[src/hw/rtl/dsmr_telegram_framer_macros.svh]
// Assertion helpers shared by the framer RTL.
`ifndef DSMR_TELEGRAM_FRAMER_MACROS_SVH
`define DSMR_TELEGRAM_FRAMER_MACROS_SVH

// Same-cycle implication, checked outside reset.
`define DSMR_ASSERT_NOW(lbl, clk, rst_n, ante, cons, msg) \
  lbl: assert property (@(posedge clk) disable iff (!rst_n) (ante) |-> (cons)) else $error(msg);

// Next-cycle implication, checked outside reset.
`define DSMR_ASSERT_NEXT(lbl, clk, rst_n, ante, cons, msg) \
  lbl: assert property (@(posedge clk) disable iff (!rst_n) (ante) |=> (cons)) else $error(msg);

`endif

[src/hw/rtl/dsmr_frm_pkg.sv]
`default_nettype none

package dsmr_frm_pkg;

  localparam int unsigned BUF_DEPTH = 2048;

  localparam int unsigned BYTE_W = 8;
  localparam int unsigned EV_W   = 3;
  localparam int unsigned ADDR_W = 11;
  localparam int unsigned CNT_W  = 12;
  localparam int unsigned TMO_W  = 16;
  localparam int unsigned FLEN_W = 17;
  localparam int unsigned IDX_W  = 2;
  localparam int unsigned CFG_W  = 16;

  localparam logic [FLEN_W-1:0] BUF_LIMIT = FLEN_W'(BUF_DEPTH);

  typedef enum logic [EV_W-1:0] {
    EV_IGNORED  = 3'd0,
    EV_STORED   = 3'd1,
    EV_DONE     = 3'd2,
    EV_OVERFLOW = 3'd3,
    EV_TIMEOUT  = 3'd4
  } event_e;

  typedef enum logic [IDX_W-1:0] {
    REG_ENCRYPTED_MODE  = 2'd0,
    REG_MAX_LENGTH      = 2'd1,
    REG_RECEIVE_TIMEOUT = 2'd2
  } reg_idx_e;

  localparam logic REQ_TICK = 1'b1;

  localparam logic [BYTE_W-1:0] CH_SLASH  = 8'h2F;
  localparam logic [BYTE_W-1:0] CH_LPAREN = 8'h28;
  localparam logic [BYTE_W-1:0] CH_EXCL   = 8'h21;
  localparam logic [BYTE_W-1:0] CH_LF     = 8'h0A;
  localparam logic [BYTE_W-1:0] CH_CR     = 8'h0D;
  localparam logic [BYTE_W-1:0] CH_START  = 8'hDB;

  localparam logic [FLEN_W-1:0] LEN_HDR        = 17'd13;
  localparam logic [CNT_W-1:0]  LEN_KNOWN_FROM = 12'd20;
  localparam logic [CNT_W-1:0]  LEN_HI_POS     = 12'd11;
  localparam logic [CNT_W-1:0]  LEN_LO_POS     = 12'd12;

  localparam logic [CNT_W-1:0] MAX_LENGTH_RST = 12'd1500;
  localparam logic [TMO_W-1:0] TIMEOUT_RST    = 16'd200;

  typedef struct packed {
    logic             encrypted_mode;
    logic [CNT_W-1:0] max_length;
    logic [TMO_W-1:0] receive_timeout;
  } cfg_t;

  typedef struct packed {
    logic              req_type;
    logic [BYTE_W-1:0] rx_byte;
  } req_t;

  typedef struct packed {
    event_e            event_res;
    logic              store_valid;
    logic [ADDR_W-1:0] store_addr;
    logic [BYTE_W-1:0] store_byte;
    logic [CNT_W-1:0]  telegram_length;
  } res_t;

endpackage

`default_nettype wire

[src/hw/rtl/dsmr_frm_if.sv]
`default_nettype none

interface dsmr_frm_req_if;
  logic                             valid;
  logic                             ready;
  logic                             req_type;
  logic [dsmr_frm_pkg::BYTE_W-1:0]  rx_byte;

  modport source (output valid, req_type, rx_byte, input ready);
  modport sink   (input valid, req_type, rx_byte, output ready);
endinterface

interface dsmr_frm_res_if;
  logic                             valid;
  logic                             ready;
  logic [dsmr_frm_pkg::EV_W-1:0]    event_res;
  logic                             store_valid;
  logic [dsmr_frm_pkg::ADDR_W-1:0]  store_addr;
  logic [dsmr_frm_pkg::BYTE_W-1:0]  store_byte;
  logic [dsmr_frm_pkg::CNT_W-1:0]   telegram_length;

  modport source (output valid, event_res, store_valid, store_addr, store_byte,
                  telegram_length, input ready);
  modport sink   (input valid, event_res, store_valid, store_addr, store_byte,
                  telegram_length, output ready);
endinterface

`default_nettype wire

[src/hw/rtl/dsmr_frm_cfg.sv]
`default_nettype none

module dsmr_frm_cfg (
  input  wire logic                            clk_i,
  input  wire logic                            rst_ni,
  input  wire logic                            we_i,
  input  wire logic [dsmr_frm_pkg::IDX_W-1:0]  idx_i,
  input  wire logic [dsmr_frm_pkg::CFG_W-1:0]  wdata_i,
  output dsmr_frm_pkg::cfg_t                   cfg_o
);

  dsmr_frm_pkg::cfg_t cfg_q, cfg_d;

  always_comb begin
    cfg_d = cfg_q;
    if (we_i) begin
      unique case (dsmr_frm_pkg::reg_idx_e'(idx_i))
        dsmr_frm_pkg::REG_ENCRYPTED_MODE:  cfg_d.encrypted_mode  = wdata_i[0];
        dsmr_frm_pkg::REG_MAX_LENGTH:
          cfg_d.max_length = wdata_i[dsmr_frm_pkg::CNT_W-1:0];
        dsmr_frm_pkg::REG_RECEIVE_TIMEOUT:
          cfg_d.receive_timeout = wdata_i[dsmr_frm_pkg::TMO_W-1:0];
        default: cfg_d = cfg_q;  // unknown index: drop the write
      endcase
    end
  end

  always_ff @(posedge clk_i or negedge rst_ni) begin
    if (!rst_ni) begin
      cfg_q.encrypted_mode  <= 1'b0;
      cfg_q.max_length      <= dsmr_frm_pkg::MAX_LENGTH_RST;
      cfg_q.receive_timeout <= dsmr_frm_pkg::TIMEOUT_RST;
    end else begin
      cfg_q <= cfg_d;
    end
  end

  assign cfg_o = cfg_q;

endmodule

`default_nettype wire

[src/hw/rtl/dsmr_frm_in_reg.sv]
`default_nettype none

module dsmr_frm_in_reg (
  input  wire logic           clk_i,
  input  wire logic           rst_ni,
  dsmr_frm_req_if.sink        req_i,
  input  wire logic           room_i,
  output dsmr_frm_pkg::req_t  req_o,
  output logic                step_o
);

  logic               vld_q, vld_d;
  logic               accept;
  dsmr_frm_pkg::req_t req_q;

  assign step_o      = vld_q & room_i;
  assign req_i.ready = ~vld_q | room_i;
  assign accept      = req_i.valid & req_i.ready;
  assign vld_d       = accept | (vld_q & ~room_i);

  always_ff @(posedge clk_i or negedge rst_ni) begin
    if (!rst_ni) begin
      vld_q <= 1'b0;
    end else begin
      vld_q <= vld_d;
    end
  end

  // hold the item until the engine takes it
  always_ff @(posedge clk_i) begin
    if (accept) begin
      req_q.req_type <= req_i.req_type;
      req_q.rx_byte  <= req_i.rx_byte;
    end
  end

  assign req_o = req_q;

endmodule

`default_nettype wire

[src/hw/rtl/dsmr_frm_engine.sv]
`default_nettype none

module dsmr_frm_engine #(
  parameter int unsigned BUF_DEPTH = dsmr_frm_pkg::BUF_DEPTH
) (
  input  wire logic                clk_i,
  input  wire logic                rst_ni,
  input  wire dsmr_frm_pkg::cfg_t  cfg_i,
  input  wire logic                step_i,
  input  wire dsmr_frm_pkg::req_t  req_i,
  output dsmr_frm_pkg::res_t       res_o
);

  localparam int unsigned CW = dsmr_frm_pkg::CNT_W;
  localparam int unsigned FW = dsmr_frm_pkg::FLEN_W;
  localparam int unsigned TW = dsmr_frm_pkg::TMO_W;
  localparam int unsigned BW = dsmr_frm_pkg::BYTE_W;
  localparam int unsigned AW = dsmr_frm_pkg::ADDR_W;

  localparam logic [FW-1:0] BUF_LIMIT = FW'(BUF_DEPTH);

  logic          in_q, in_d, foot_q, foot_d;
  logic [CW-1:0] cnt_q, cnt_d, brk_q, brk_d;
  logic [BW-1:0] lhi_q, lhi_d, llo_q, llo_d;
  logic [FW-1:0] flen_q, flen_d;
  logic [TW-1:0] idle_q, idle_d;

  logic          start, in_e, foot_e;
  logic [CW-1:0] cnt_e, brk_e, rew, base, cnt_n;
  logic [BW-1:0] lhi_e, llo_e, lhi_n, llo_n, c;
  logic [FW-1:0] flen_e, flen_n, limit, max_ext;
  logic [TW-1:0] idle_inc;
  logic          is_break;

  dsmr_frm_pkg::res_t res;

  assign c        = req_i.rx_byte;
  assign is_break = (c == dsmr_frm_pkg::CH_LF) || (c == dsmr_frm_pkg::CH_CR);
  assign max_ext  = FW'(cfg_i.max_length);
  assign limit    = (max_ext < BUF_LIMIT) ? max_ext : BUF_LIMIT;
  assign idle_inc = (idle_q != '1) ? idle_q + TW'(1) : idle_q;

  // a start byte restarts the frame before anything else looks at it (in encrypted mode only outside a frame)
  assign start  = cfg_i.encrypted_mode ? (~in_q && (c == dsmr_frm_pkg::CH_START))
                                       : (c == dsmr_frm_pkg::CH_SLASH);
  assign in_e   = in_q | start;
  assign foot_e = start ? 1'b0 : foot_q;
  assign cnt_e  = start ? '0 : cnt_q;
  assign brk_e  = start ? '0 : brk_q;
  assign lhi_e  = start ? '0 : lhi_q;
  assign llo_e  = start ? '0 : llo_q;
  assign flen_e = start ? '0 : flen_q;

  // plain mode: rewind over line breaks that sit directly before '('
  assign rew   = (c == dsmr_frm_pkg::CH_LPAREN) ? ((brk_e <= cnt_e) ? brk_e : cnt_e) : '0;
  assign base  = cnt_e - rew;

  // encrypted mode: capture the length bytes
  assign lhi_n  = (cnt_e == dsmr_frm_pkg::LEN_HI_POS) ? c : lhi_e;
  assign llo_n  = (cnt_e == dsmr_frm_pkg::LEN_LO_POS) ? c : llo_e;

  always_comb begin
    in_d   = in_q;
    foot_d = foot_q;
    cnt_d  = cnt_q;
    brk_d  = brk_q;
    lhi_d  = lhi_q;
    llo_d  = llo_q;
    flen_d = flen_q;
    idle_d = idle_q;
    cnt_n  = '0;
    flen_n = '0;

    res.event_res       = dsmr_frm_pkg::EV_IGNORED;
    res.store_valid     = 1'b0;
    res.store_addr      = '0;
    res.store_byte      = '0;
    res.telegram_length = cnt_q;

    if (req_i.req_type == dsmr_frm_pkg::REQ_TICK) begin
      if (in_q) begin
        if (idle_inc > cfg_i.receive_timeout) begin
          in_d = 1'b0; foot_d = 1'b0; cnt_d = '0; brk_d = '0;
          lhi_d = '0; llo_d = '0; flen_d = '0; idle_d = '0;
          res.event_res       = dsmr_frm_pkg::EV_TIMEOUT;
          res.telegram_length = '0;
        end else begin
          idle_d = idle_inc;
        end
      end
    end else begin
      idle_d = '0;
      if (!in_e) begin
        res.event_res = dsmr_frm_pkg::EV_IGNORED;
      end else if (FW'(cnt_e) >= limit) begin
        in_d = 1'b0; foot_d = 1'b0; cnt_d = '0; brk_d = '0;
        lhi_d = '0; llo_d = '0; flen_d = '0;
        res.event_res       = dsmr_frm_pkg::EV_OVERFLOW;
        res.telegram_length = '0;
      end else if (!cfg_i.encrypted_mode) begin
        cnt_n = base + CW'(1);
        in_d   = 1'b1;
        foot_d = foot_e;
        cnt_d  = cnt_n;
        brk_d  = is_break ? brk_e + CW'(1) : '0;
        lhi_d  = lhi_e;
        llo_d  = llo_e;
        flen_d = flen_e;
        res.store_valid     = 1'b1;
        res.store_addr      = base[AW-1:0];
        res.store_byte      = c;
        res.telegram_length = cnt_n;
        res.event_res       = dsmr_frm_pkg::EV_STORED;
        if (c == dsmr_frm_pkg::CH_EXCL) begin
          foot_d = 1'b1;
        end else if (foot_e && (c == dsmr_frm_pkg::CH_LF)) begin
          res.event_res = dsmr_frm_pkg::EV_DONE;
          in_d = 1'b0; foot_d = 1'b0; cnt_d = '0; brk_d = '0;
          lhi_d = '0; llo_d = '0; flen_d = '0;
        end
      end else begin
        cnt_n  = cnt_e + CW'(1);
        flen_n = ((flen_e == '0) && (cnt_n > dsmr_frm_pkg::LEN_KNOWN_FROM))
                 ? dsmr_frm_pkg::LEN_HDR + FW'({lhi_n, llo_n}) : flen_e;
        in_d   = 1'b1;
        foot_d = foot_e;
        cnt_d  = cnt_n;
        brk_d  = brk_e;
        lhi_d  = lhi_n;
        llo_d  = llo_n;
        flen_d = flen_n;
        res.store_valid     = 1'b1;
        res.store_addr      = cnt_e[AW-1:0];
        res.store_byte      = c;
        res.telegram_length = cnt_n;
        res.event_res       = dsmr_frm_pkg::EV_STORED;
        if ((flen_n != '0) && (FW'(cnt_n) == flen_n)) begin
          res.event_res = dsmr_frm_pkg::EV_DONE;
          in_d = 1'b0; foot_d = 1'b0; cnt_d = '0; brk_d = '0;
          lhi_d = '0; llo_d = '0; flen_d = '0;
        end
      end
    end
  end

  always_ff @(posedge clk_i or negedge rst_ni) begin
    if (!rst_ni) begin
      in_q   <= 1'b0;
      foot_q <= 1'b0;
      cnt_q  <= '0;
      brk_q  <= '0;
      lhi_q  <= '0;
      llo_q  <= '0;
      flen_q <= '0;
      idle_q <= '0;
    end else if (step_i) begin
      in_q   <= in_d;
      foot_q <= foot_d;
      cnt_q  <= cnt_d;
      brk_q  <= brk_d;
      lhi_q  <= lhi_d;
      llo_q  <= llo_d;
      flen_q <= flen_d;
      idle_q <= idle_d;
    end
  end

  assign res_o = res;

endmodule

`default_nettype wire

[src/hw/rtl/dsmr_frm_out_reg.sv]
`default_nettype none

module dsmr_frm_out_reg (
  input  wire logic                clk_i,
  input  wire logic                rst_ni,
  input  wire logic                step_i,
  input  wire dsmr_frm_pkg::res_t  res_i,
  dsmr_frm_res_if.source           res_o,
  output logic                     room_o
);

  logic               vld_q, vld_d;
  dsmr_frm_pkg::res_t res_q;

  assign room_o = ~vld_q | res_o.ready;
  assign vld_d  = step_i | (vld_q & ~res_o.ready);

  always_ff @(posedge clk_i or negedge rst_ni) begin
    if (!rst_ni) begin
      vld_q <= 1'b0;
    end else begin
      vld_q <= vld_d;
    end
  end

  always_ff @(posedge clk_i) begin
    if (step_i) begin
      res_q <= res_i;
    end
  end

  assign res_o.valid           = vld_q;
  assign res_o.event_res       = res_q.event_res;
  assign res_o.store_valid     = res_q.store_valid;
  assign res_o.store_addr      = res_q.store_addr;
  assign res_o.store_byte      = res_q.store_byte;
  assign res_o.telegram_length = res_q.telegram_length;

endmodule

`default_nettype wire

[src/hw/rtl/dsmr_telegram_framer.sv]
// Channel   Dir  Handshake      Carries
// req_i     in   valid / ready  req_type, rx_byte
// res_o     out  valid / ready  event_res, store_valid, store_addr, store_byte,
//                               telegram_length
//
// One item per cycle sustained while results are taken; a result passes through the input
// register and then the result register, with the frame-state update combinational between.
// Reset is asynchronous: frame state clears, configuration and valid flags return to their defaults.
// A stalled result holds in the output register; the input register then fills and
// ready drops until the result is taken.
`default_nettype none
`include "dsmr_telegram_framer_macros.svh"

module dsmr_telegram_framer #(
  parameter int unsigned BUF_DEPTH = dsmr_frm_pkg::BUF_DEPTH
) (
  input  wire logic                            clk_i,
  input  wire logic                            rst_ni,
  input  wire logic                            cfg_we_i,
  input  wire logic [dsmr_frm_pkg::IDX_W-1:0]  cfg_idx_i,
  input  wire logic [dsmr_frm_pkg::CFG_W-1:0]  cfg_wdata_i,
  dsmr_frm_req_if.sink                         req_i,
  dsmr_frm_res_if.source                       res_o
);

  dsmr_frm_pkg::cfg_t cfg;
  dsmr_frm_pkg::req_t req;
  dsmr_frm_pkg::res_t res;
  logic               step;
  logic               room;
  logic               store_ev;
  logic               store_ok;
  logic               abort_out;
  logic               len_zero;

  dsmr_frm_cfg u_cfg (
    .clk_i   (clk_i),
    .rst_ni  (rst_ni),
    .we_i    (cfg_we_i),
    .idx_i   (cfg_idx_i),
    .wdata_i (cfg_wdata_i),
    .cfg_o   (cfg)
  );

  dsmr_frm_in_reg u_in_reg (
    .clk_i  (clk_i),
    .rst_ni (rst_ni),
    .req_i  (req_i),
    .room_i (room),
    .req_o  (req),
    .step_o (step)
  );

  dsmr_frm_engine #(
    .BUF_DEPTH (BUF_DEPTH)
  ) u_engine (
    .clk_i  (clk_i),
    .rst_ni (rst_ni),
    .cfg_i  (cfg),
    .step_i (step),
    .req_i  (req),
    .res_o  (res)
  );

  dsmr_frm_out_reg u_out_reg (
    .clk_i  (clk_i),
    .rst_ni (rst_ni),
    .step_i (step),
    .res_i  (res),
    .res_o  (res_o),
    .room_o (room)
  );

  assign store_ev  = (res_o.event_res == dsmr_frm_pkg::EV_STORED) ||
                     (res_o.event_res == dsmr_frm_pkg::EV_DONE);
  assign store_ok  = (res_o.store_valid == store_ev);
  assign abort_out = res_o.valid && ((res_o.event_res == dsmr_frm_pkg::EV_OVERFLOW) ||
                                     (res_o.event_res == dsmr_frm_pkg::EV_TIMEOUT));
  assign len_zero  = (res_o.telegram_length == '0);

  `DSMR_ASSERT_NEXT(a_step_res, clk_i, rst_ni, step, res_o.valid, "item advanced but no result")
  `DSMR_ASSERT_NOW(a_store_ev, clk_i, rst_ni, res_o.valid, store_ok, "store flag disagrees with event")
  `DSMR_ASSERT_NOW(a_abort_len, clk_i, rst_ni, abort_out, len_zero, "abort with non-zero length")

endmodule

`default_nettype wire
[src/flat_wrapper.sv]
// flat-port wrapper written by rule: the top's interface ports become plain ports
module dsmr_telegram_framer_flat 
#(
  parameter int unsigned BUF_DEPTH = dsmr_frm_pkg::BUF_DEPTH
)
  (clk_i, rst_ni, cfg_we_i, cfg_idx_i, cfg_wdata_i, req_i_valid, req_i_req_type, req_i_rx_byte, req_i_ready, res_o_valid, res_o_event_res, res_o_store_valid, res_o_store_addr, res_o_store_byte, res_o_telegram_length, res_o_ready);
  dsmr_frm_req_if req_i_i ();
  dsmr_frm_res_if res_o_i ();
  input  wire logic clk_i;
  input  wire logic rst_ni;
  input  wire logic cfg_we_i;
  input  wire logic [dsmr_frm_pkg::IDX_W-1:0] cfg_idx_i;
  input  wire logic [dsmr_frm_pkg::CFG_W-1:0] cfg_wdata_i;
  input wire logic [$bits(req_i_i.valid)-1:0] req_i_valid;
  input wire logic [$bits(req_i_i.req_type)-1:0] req_i_req_type;
  input wire logic [$bits(req_i_i.rx_byte)-1:0] req_i_rx_byte;
  output wire logic [$bits(req_i_i.ready)-1:0] req_i_ready;
  output wire logic [$bits(res_o_i.valid)-1:0] res_o_valid;
  output wire logic [$bits(res_o_i.event_res)-1:0] res_o_event_res;
  output wire logic [$bits(res_o_i.store_valid)-1:0] res_o_store_valid;
  output wire logic [$bits(res_o_i.store_addr)-1:0] res_o_store_addr;
  output wire logic [$bits(res_o_i.store_byte)-1:0] res_o_store_byte;
  output wire logic [$bits(res_o_i.telegram_length)-1:0] res_o_telegram_length;
  input wire logic [$bits(res_o_i.ready)-1:0] res_o_ready;
  assign req_i_i.valid = req_i_valid;
  assign req_i_i.req_type = req_i_req_type;
  assign req_i_i.rx_byte = req_i_rx_byte;
  assign req_i_ready = req_i_i.ready;
  assign res_o_valid = res_o_i.valid;
  assign res_o_event_res = res_o_i.event_res;
  assign res_o_store_valid = res_o_i.store_valid;
  assign res_o_store_addr = res_o_i.store_addr;
  assign res_o_store_byte = res_o_i.store_byte;
  assign res_o_telegram_length = res_o_i.telegram_length;
  assign res_o_i.ready = res_o_ready;
  dsmr_telegram_framer #(.BUF_DEPTH(BUF_DEPTH)) u_core (.clk_i(clk_i), .rst_ni(rst_ni), .cfg_we_i(cfg_we_i), .cfg_idx_i(cfg_idx_i), .cfg_wdata_i(cfg_wdata_i), .req_i(req_i_i), .res_o(res_o_i));
endmodule
[config.mk]
export PLATFORM = sky130hd
export DESIGN_NAME = dsmr_telegram_framer_flat
export DESIGN_NICKNAME = d
export VERILOG_FILES = /design/src/hw/rtl/dsmr_frm_pkg.sv /design/src/hw/rtl/dsmr_frm_if.sv /design/src/hw/rtl/dsmr_frm_cfg.sv /design/src/hw/rtl/dsmr_frm_in_reg.sv /design/src/hw/rtl/dsmr_frm_engine.sv /design/src/hw/rtl/dsmr_frm_out_reg.sv /design/src/hw/rtl/dsmr_telegram_framer.sv /design/src/flat_wrapper.sv
export VERILOG_INCLUDE_DIRS = /design/src /design/src/hw/rtl
export SDC_FILE = /design/constraint.sdc
export NUM_CORES = 1
export LEC_CHECK = 0
export BUFFER_PORTS_ARGS = -buffer_cell sky130_fd_sc_hd__buf_2
export CORE_MARGIN = 8
export CORE_UTILIZATION = 55
export CTS_BUF_LIST = sky130_fd_sc_hd__clkbuf_4 sky130_fd_sc_hd__clkbuf_8 sky130_fd_sc_hd__clkbuf_16
export CTS_CLUSTER_DIAMETER = 100
export CTS_CLUSTER_SIZE = 25
export DETAILED_ROUTE_END_ITERATION = 8
export PLACE_DENSITY = 0.84
export SLEW_MARGIN = 30
export SYNTH_ARGS = -nofsm -noshare
export SYNTH_HDL_FRONTEND = slang
export SYNTH_SLANG_ARGS = --single-unit
[constraint.sdc]
create_clock -name clk_i -period 11.5 [get_ports clk_i]
set_clock_uncertainty 0.1 [all_clocks]
set_input_delay 2.3 -clock clk_i [delete_from_list [all_inputs] [get_ports clk_i]]
set_output_delay 2.3 -clock clk_i [all_outputs]
set_load 0.05 [all_outputs]
Word level (Yosys, flattened, before mapping)
Index checks and enable logic that the tools add are counted.
{ "word_totals": {"ff_bits": 150, "latch_bits": 0, "mem_bits_rw": 0, "rom_bits": 0, "inputBits": 32, "output_inout_bits": 37, "n_memories": 0} }
{ "op_classes": {"addsub": 6, "mul": 0, "div_mod_pow": 0, "order_cmp": 5, "eq_ne": 14, "n_shift": 0, "n_mux": 91, "bitwise": 15, "reduce_logical": 16} }
{ "ops": {"columns": ["operator", "n"], "rows": [
  ["$mux 12", 27],
  ["$mux 17", 11],
  ["$mux 8", 20],
  ["$mux 16", 4],
  ["$add 12x1->12 const B", 3],
  ["$mux 35", 1],
  ["$eq 12x4->1 const B", 2],
  ["$eq 8x6->1 const B", 3],
  ["$mux 1", 20],
  ["$add 4x16->17 const A", 1],
  ["$eq 12x17->1", 1],
  ["$logic_not 17->1", 1],
  ["$reduce_bool 17->1", 1],
  ["$add 16x1->16 const B", 1],
  ["$eq 8x4->1 const B", 2],
  ["$gt 16x16->1", 1],
  ["$ne 16x16->1 const B", 1],
  ["$mux 3", 5],
  ["$ge 12x12->1", 1],
  ["$gt 12x5->1 const B", 1],
  ["$le 12x12->1", 1],
  ["$lt 12x12->1 const B", 1],
  ["$sub 12x12->12", 1],
  ["$reduce_and 2->1", 5],
  ["other kinds (14)", 32]
]} }

Logic depth before layout (Yosys ltp)
Gate-level depths: netlist of the first run.
{ "logic_depth": {"ltp_word": 15, "mapped_depth": 33, "depth_no_buf": 29} }

Hierarchy
A second synthesis of the first run with hierarchy kept.
{ "hier_totals": {"hier_cells": 1175, "hier_area_um2": 10622.7} }
{ "by_module_without_submodules": {"columns": ["mod", "instances", "cells_per_inst", "area_per_inst_um2"], "rows": [
  ["dsmr_frm_engine", 1, 1060, 8021.4],
  ["dsmr_frm_cfg", 1, 63, 1172.4],
  ["dsmr_frm_out_reg", 1, 38, 1098.6],
  ["dsmr_frm_in_reg", 1, 14, 330.3]
]} }

Worst setup path after synthesis of the first run
No wires, ideal clock.
{ "synth_path": {"path_kind": "register to register", "from": "register u_core.u_in_reg.req_q, in the netlist u_core.u_in_reg.req_o[7]", "to": "register u_core.u_out_reg.res_q, in the netlist u_core.u_out_reg.res_o.telegram_length[10] (data pin)", "setup_time_ns": 0.256, "arrival_time_ns": 6.503, "slack_ns": 4.641, "path_stages_with_launch": 31, "period_less_slack_ns": 6.859, "path_cell_list": "edfxtp_1 > clkbuf_1 > nor4b_1 > a32oi_1 > nor2_1 > clkbuf_1 > buf_1 > clkbuf_1 > nor2_1 > ha_1 > nand4_1 > or3_1 > a31oi_1 > clkbuf_1 > nand2_1 > o21ai_0 > and2_1 > ha_1 > inv_1 > fa_1 > a21o_1 > a21oi_1 > o21bai_1 > a2111oi_0 > nor2_1 > xnor2_1 > nor3_1 > nand3_1 > xor2_1 > o2bb2ai_1 > a22o_1"} }
{ "synth_lines": {"columns": ["item", "line_no", "text"], "rows": [
  ["start, declared", "dsmr_frm_in_reg.sv:14", "dsmr_frm_pkg::req_t req_q;"],
  ["end signal, assigned", "dsmr_frm_out_reg.sv:28", "res_q <= res_i;"],
  ["end, declared", "dsmr_frm_out_reg.sv:13", "dsmr_frm_pkg::res_t res_q;"]
]} }

Final worst setup path of the first run
{ "layout_path": {"from": "register u_core.u_in_reg.req_q, in the netlist u_core.u_in_reg.req_o[3]", "to": "register u_core.u_engine.llo_q[6]"} }
{ "layout_via": {"elab_chain_cells": 15} }
{ "layout_rtl": {"columns": ["item", "line_no", "text"], "rows": [
  ["$eq 8x8->1", "dsmr_frm_engine.sv:44", "assign start = cfg_i.encrypted_mode ? (~in_q && (c == dsmr_frm_pkg::CH_START))"],
  ["$logic_and 1x1->1", "dsmr_frm_engine.sv:44", null],
  ["$mux 1", "dsmr_frm_engine.sv:44", null],
  ["$mux 12", "dsmr_frm_engine.sv:48", "assign cnt_e = start ? '0 : cnt_q;"],
  ["$add 12x1->12, or another cell as far along", "dsmr_frm_engine.sv:122", "cnt_n = cnt_e + CW'(1);"],
  ["$gt 12x5->1, or another cell as far along", "dsmr_frm_engine.sv:123", "flen_n = ((flen_e == '0) && (cnt_n > dsmr_frm_pkg::LEN_KNOWN_FROM))"],
  ["$logic_and 1x1->1 or $add 4x16->17 (tied branches)", "dsmr_frm_engine.sv:123, dsmr_frm_engine.sv:124", null],
  ["$mux 17", "dsmr_frm_engine.sv:124", "? dsmr_frm_pkg::LEN_HDR + FW'({lhi_n, llo_n}) : flen_e;"],
  ["$eq 12x17->1 or $reduce_bool 17->1 (tied branches)", "dsmr_frm_engine.sv:137", "if ((flen_n != '0) && (FW'(cnt_n) == flen_n)) begin"],
  ["$logic_and 1x1->1", "dsmr_frm_engine.sv:137", null],
  ["$mux 8", "dsmr_frm_engine.sv:137", null],
  ["$mux 8", "dsmr_frm_engine.sv:100", "end else if (!cfg_i.encrypted_mode) begin"],
  ["$mux 8", "dsmr_frm_engine.sv:95", "end else if (FW'(cnt_e) >= limit) begin"],
  ["$mux 8", "dsmr_frm_engine.sv:93", "if (!in_e) begin"],
  ["$mux 8", "dsmr_frm_engine.sv:80", "if (req_i.req_type == dsmr_frm_pkg::REQ_TICK) begin"],
  ["end signal, assigned", "dsmr_frm_engine.sv:162", "llo_q <= llo_d;"],
  ["end, declared", "dsmr_frm_engine.sv:24", "logic [BW-1:0] lhi_q, lhi_d, llo_q, llo_d;"]
]} }
Several ways; a longest one is shown, not always the timed one. The select of a mux whose other input is x is not followed.
A chain may end at the register's enable or synchronous reset.

==> out/metrics.cfg, run 1 <==
[setup_path]
reg2reg_depth = 21
max_stage_delay_ps = 660
cp-end-kind = flip-flop
crit_arrival_ps = 8190
crit_type = flip-flop to flip-flop
reg2reg_to = u_core.u_engine.llo_q[6]$_DFFE_PN0P_
cp_top_family = simple AND/OR/NAND/NOR gates
r2r_setup_slack_ps = 3590
path_max_fanout = 25
crit_buf_inv = 1
cpMaxStageDelayCell = edfxtp_1
regToRegStartpoint = u_core.u_in_reg.req_o[3]$_DFFE_PP_
start_kind = flip-flop
required_ps = 11780
critical_path.cell_chain = nor4b_1, a32o_1, nand2_1, buf_4, nand2_1, ha_1, and3_1, nand3_1, mux2i_1, nor2_1, ha_1, nor3_1, mux2_2, nor4_1, xnor2_1, a2111o_1, a2111oi_4, nor4_2, a21oi_2, and2_1, a32o_1

[grt]
grt_use_total = 0.253
antenna_found_initial = 0
grt_max_degree = 79
grt_pass1_vias = 9032
gr-total-overflow = 0
grt_pass1_wl_um = 48100

[drt]
wirelength_um = 30500
wl_per_cell_um = 20.4
drt_iter0_markers = 1187
viasPerCell = 6.43
drc = 0
vias = 9591
ant_nets = 0
drt_pass1_iterations = 5

[logic_synthesis]
async_reset_ff_frac = 0.707
synth_area_um2 = 10600
syn_inst = 1183
yosysWarnings = 0
synth_top_area_frac = 0.227
ys_top_cells_by_count = nand2_1, dfrtp_1, nor2_1
synthTopCellsByArea = dfrtp_1, edfxtp_1, ha_1, nand2_1, o21ai_0
synth_edf_count = 44
ys_seq_area_frac = 0.376
syn_nets = 1274
syn-mean-instance-area_um2 = 8.96
yosysTopAreaCell = dfrtp_1
ys_types = 85
yosys_most_used_dff = dfrtp_1
synthMostInstantiatedCell = nand2_1
yosys_register_bits = 150

[layout]
fin_util = 0.619
n_antenna_cell = 0
fin_nets = 1309
drive_gt1_frac = 0.142
final_cell_area_um2 = 11700
area_growth_pct = 10.1

[timing]
setup_ws_ps = 3590
rsz0062_at_grt = false
tightestPinTransition_ps = 906
fin_setup_tns_ps = 0
setup_viol = 0
hold_viol = 0
min_period_over_period = 0.688
max_freq_ghz = 0.126
max_slew_margin = 0.395
min_period_ps = 7910
finalMaxSlewViolations = 0

[clock_network]
cts_made_buffers = 17
ctsHtreeMaxLevel = 4
clock_latency_ps = 450
cts_setup_buffers = 0
cts.clk_slew.worst_paths_ps = 60
clockRootBuffer = clkbuf_16
clock-sinks = 150
cts_resized = 0
clk_path_buf_depth = 2
tritoncts = built
ctsHoldBuffers = 0

[floorplanning]
ios = 69
dieArea_um2 = 24000
core_um2 = 18800
rows = 50
fp.dieW_um = 155
initial_utilization = 0.563
die_h_um = 155

[placement]
placed_cell_area_um2 = 11100
place_ws_ps = 3890
io_buffers = 68
gp_congestion = 0.924
hpwlAfterDp_um = 22000

[power_and_ir_drop]
peakVddDrop_mv = 0.115
power.density_nw_per_um2 = 131
p_leak_nw = 5.13

[status]
status = finished clean

[job]
cap_viol_max_count = 0

[worst_hold_path]
min-delay-start = u_core.u_in_reg.vld_q$_DFF_PN0_
hold_depth = 1
hp-class = flip-flop to flip-flop
holdPathEnd = u_core.u_out_reg.res_o.valid$_DFF_PN0_

-- where the power goes --
| part | internal, mW | leakage, nW | switching [mW] |
|---|---|---|---|
| combinational | 0.116 | 3.02 | 0.211 |
| sequential | 0.593 | 1.81 | 0.0306 |
| clock | 0.327 | 0.300 | 0.253 |
| total | 1.04 | 5.13 | 0.495 |
-- flip-flops by register name, summed over array words and instances (netlist names), 3 cells and up --
register,flops
u_core.u_out_reg.res_o.store_byte,8
u_core.u_engine.cnt_q,12
u_core.u_out_reg.res_o.telegram_length,12
u_core.u_cfg.cfg_o,29
u_core.u_out_reg.res_o.event_res,3
u_core.u_engine.flen_q,17
u_core.u_engine.lhi_q,8
u_core.u_engine.idle_q,16
u_core.u_out_reg.res_o.store_addr,11
u_core.u_in_reg.req_o,9
u_core.u_engine.brk_q,12
u_core.u_engine.llo_q,8
-- metrics by stage --
stage          std cells  hold WS (ps)  power (mW)
5_1_grt             1491           417        1.58
6_report            1491           385        1.53
4_1_cts             1491           385        1.53
2_1_floorplan       1183           348       0.861
3_5_place_dp        1459           371       0.950
3_3_place_gp        1459           367       0.941
-- worst max-delay path by stage --
stage,cells after the start,start,slack [ps],end
after floorplan,30,u_core.u_in_reg.req_o[7]$_DFFE_PP_,4640,u_core.u_out_reg.res_o.telegram_length[10]$_DFFE_PP_
after global placement,21,u_core.u_in_reg.req_o[3]$_DFFE_PP_,4090,u_core.u_engine.flen_q[15]$_DFFE_PN0P_
after detailed placement,21,u_core.u_in_reg.req_o[3]$_DFFE_PP_,3890,u_core.u_engine.llo_q[3]$_DFFE_PN0P_
after CTS,21,u_core.u_in_reg.req_o[3]$_DFFE_PP_,3800,u_core.u_engine.llo_q[6]$_DFFE_PN0P_
after global routing,21,u_core.u_in_reg.req_o[3]$_DFFE_PP_,3210,u_core.u_engine.lhi_q[7]$_DFFE_PN0P_
final,21,u_core.u_in_reg.req_o[3]$_DFFE_PP_,3590,u_core.u_engine.llo_q[6]$_DFFE_PN0P_
-- routing by layer --
metal,part of all wire,vias up,global-route usage
met4,0.034,0,0.103
met2,0.44,594,0.391
met3,0.11,107,0.0588
met1,0.42,4511,0.335
li1,-,4379,-
met5,0,-,0
-- cell families (layout without fill, tap and decap cells) --
group                    Yosys count  count (layout)  share of synthesized area
AND/OR/NAND/NOR                  453             453                      0.212
AO/OA/AOI/OAI                    276             276                      0.181
flip-flops                       150             150                      0.376
buffers and inverters            126             174                     0.0498
XOR/XNOR                          61              61                     0.0504
adder cells (fa/ha/maj)           59              59                     0.0704
multiplexers                      58              58                     0.0600
-- placed cells by master, fill, tap and decap left out, drive strengths merged, types with 10 or more instances in the layout --
cell and count:
a22o 10, a21oi 48, o21ai 79, nand3 40
a21o 14, buf 79, dfstp 10, xnor2 38
nand2b 16, nand2 159, mux2 31, nor4 12
a32o 12, nor3 23, ha 58, dfrtp 96
clkbuf 20, and3 13, and2 25, inv 73
nand4 28, nor2 86, mux2i 27, a211oi 10
o31ai 13, xor2 23, o2bb2ai 11, edfxtp 44
-- layout make-up --
type                    count  area [µm²]
inverters                  63         236
clock inverters            12         126
clock buffers              20         472
well taps                 260         325
fillers                  1504        7170
multi-input cells         907        6090
repair buffers             79         429
flip-flops and latches    150        3990
(Power assumes the default switching activity.)
==> run 2: changes to the inputs <==
- clock period: 11.5 -> 7.8 ns (I/O delays scaled with it)
==> out/metrics.cfg, run 2 (synthesis results as in run 1) <==
[status]
status = finished clean  ; unchanged

[grt]
grt_use_total = 0.252  ; was 0.253
grt_pass1_wl_um = 48200  ; was 48100 µm
antenna_found_initial = 0  ; unchanged
grt_pass1_vias = 9040  ; was 9032
gr-total-overflow = 0  ; unchanged
grt_max_degree = 79  ; unchanged

[setup_path]
regToRegStartpoint = u_core.u_in_reg.req_o[4]$_DFFE_PP_  ; was u_core.u_in_reg.req_o[3]$_DFFE_PP_
crit_type = flip-flop to flip-flop  ; unchanged
max_stage_delay_ps = 600  ; was 660 ps
reg2reg_to = u_core.u_out_reg.res_o.telegram_length[10]$_DFFE_PP_  ; was u_core.u_engine.llo_q[6]$_DFFE_PN0P_
required_ps = 7890  ; was 11780 ps
startpoint = u_core.u_in_reg.req_o[4]$_DFFE_PP_  ; was u_core.u_in_reg.req_o[3]$_DFFE_PP_
cp-end-kind = flip-flop  ; unchanged
crit_arrival_ps = 7260  ; was 8190 ps
crit_end = u_core.u_out_reg.res_o.telegram_length[10]$_DFFE_PP_  ; was u_core.u_engine.llo_q[6]$_DFFE_PN0P_
start_kind = flip-flop  ; unchanged
path_max_fanout = 18  ; was 25
cpMaxStageDelayCell = edfxtp_1  ; unchanged
r2r_setup_slack_ps = 640  ; was 3590 ps
reg2reg_depth = 29  ; was 21

[layout]
drive_gt1_frac = 0.147  ; was 0.142
fin_util = 0.621  ; was 0.619
register_area_um2 = 3990  ; unchanged
largest_reg_flops = 29  ; unchanged
area_growth_pct = 10.3  ; was 10.1%
multiInputGateArea_um2 = 6100  ; was 6090 µm²
fin_nets = 1313  ; was 1309
final_cell_mix = nand2_1, dfrtp_1, nor2_1  ; unchanged
final_common_cell = nand2_1  ; unchanged
fillers = 1547  ; was 1504
n_antenna_cell = 0  ; unchanged
final_cell_area_um2 = 11700  ; about the same

[clock_network]
clock-sinks = 150  ; unchanged
ctsHoldBuffers = 0  ; unchanged
cts_made_buffers = 17  ; unchanged
clockRootBuffer = clkbuf_16  ; unchanged
ctsHtreeMaxLevel = 4  ; unchanged
cts.clk_slew.worst_paths_ps = 60  ; about the same
tritoncts = built  ; unchanged
clock_latency_ps = 440  ; was 450 ps
clk_path_buf_depth = 2  ; unchanged

[timing]
max_slew_margin = 0.397  ; was 0.395
min_period_over_period = 0.918  ; was 0.688
max_freq_ghz = 0.140  ; was 0.126 GHz
setup_viol = 0  ; unchanged
min_period_ps = 7160  ; was 7910 ps
fin_setup_tns_ps = 0  ; unchanged
finalMaxSlewViolations = 0  ; unchanged
tightestPinTransition_ps = 898  ; was 906 ps
hold_viol = 0  ; unchanged
rsz0062_at_grt = false  ; unchanged

[placement]
io_buffers = 68  ; unchanged
gp_congestion = 0.940  ; was 0.924
placed_cell_area_um2 = 11100  ; about the same
hpwlAfterDp_um = 22100  ; was 22000 µm

[floorplanning]
rows = 50  ; unchanged
die_h_um = 155  ; unchanged
fp.dieW_um = 155  ; unchanged
ios = 69  ; unchanged
initial_utilization = 0.563  ; unchanged
core_um2 = 18800  ; unchanged
dieArea_um2 = 24000  ; unchanged

[job]
cap_viol_max_count = 0  ; unchanged

[drt]
viasPerCell = 6.39  ; was 6.43
dr.max_layer_used = met4  ; unchanged
wl_per_cell_um = 20.3  ; was 20.4 µm
routed-wl-met3_um = 2990  ; was 3220 µm
drt_pass1_iterations = 6  ; was 5
routedLengthMet1_um = 12900  ; was 12700 µm
vias = 9555  ; was 9591
drc = 0  ; unchanged
wirelength_um = 30300  ; was 30500 µm
ant_nets = 0  ; unchanged
drt_iter0_markers = 1148  ; was 1187
wl_met2_um = 13500  ; about the same

[worst_hold_path]
hp-class = flip-flop to flip-flop  ; unchanged

[power_and_ir_drop]
p_leak_nw = 5.14  ; was 5.13 nW
peakVddDrop_mv = 0.169  ; was 0.115 mV
power.density_nw_per_um2 = 190  ; was 131 nW/µm²

==> run 2: through the flow <==
stage	cells	power [mW]	hold slack, ps	setup WS [ps]
after floorplan	1183	1.27	348	941
after global placement	1463	1.39	367	704
after detailed placement	1463	1.40	379	505
after CTS	1495	2.22	402	458
after global routing	1495	2.31	421	17.4
final	1495	2.22	398	637
==> run 2: worst min-delay path by stage <==
stage | from | end | slack (ps) | cells past startpoint
after floorplan | u_core.u_engine.flen_q[13]$_DFFE_PN0P_ | u_core.u_engine.flen_q[13]$_DFFE_PN0P_ | 350 | 1
after global placement | u_core.u_engine.brk_q[7]$_DFFE_PN0P_ | u_core.u_engine.brk_q[7]$_DFFE_PN0P_ | 370 | 2
after detailed placement | u_core.u_engine.flen_q[12]$_DFFE_PN0P_ | u_core.u_engine.flen_q[12]$_DFFE_PN0P_ | 380 | 1
after CTS | u_core.u_engine.flen_q[12]$_DFFE_PN0P_ | u_core.u_engine.flen_q[12]$_DFFE_PN0P_ | 400 | 1
after global routing | u_core.u_engine.brk_q[7]$_DFFE_PN0P_ | u_core.u_engine.brk_q[7]$_DFFE_PN0P_ | 420 | 2
final | u_core.u_engine.brk_q[7]$_DFFE_PN0P_ | u_core.u_engine.brk_q[7]$_DFFE_PN0P_ | 400 | 2
==> run 2: cell type report <==
cell class              count  area share
repair buffers             83      0.0393
well taps                 260      0.0278
clock inverters            14      0.0112
flip-flops and latches    150       0.341
multi-input cells         907       0.522
inverters                  63      0.0202
clock buffers              18      0.0385
==> run 2: power breakdown <==
| part | switching, mW | internal, mW | leakage, nW |
|---|---|---|---|
| clock network | 0.383 | 0.441 | 0.288 |
| logic | 0.311 | 0.172 | 3.05 |
| registers | 0.0438 | 0.874 | 1.81 |
==> run 2: layer usage <==
| metal | GRT usage | vias up |
|---|---|---|
| li1 | - | 4384 |
| met1 | 0.337 | 4538 |
| met2 | 0.385 | 556 |
| met5 | 0 | - |
| met4 | 0.0947 | 0 |
| met3 | 0.0688 | 77 |
==> run 2: worst max-delay path: cells and delay by family, from the launching register on <==
family,cells,cell delay (ps)
XOR/XNOR,2,390
AND/OR/NAND/NOR,10,2120
buffers and inverters,3,430
AO/OA/AOI/OAI,11,2410
adder cells (fa/ha/maj),3,850
flip-flops,1,600
==> run 2: timing repair <==
action / 4_1_cts / 5_1_grt
setup endpoints to repair: 0 / 10
setup buffers: 0 / 0
gates resized for setup: 0 / 2
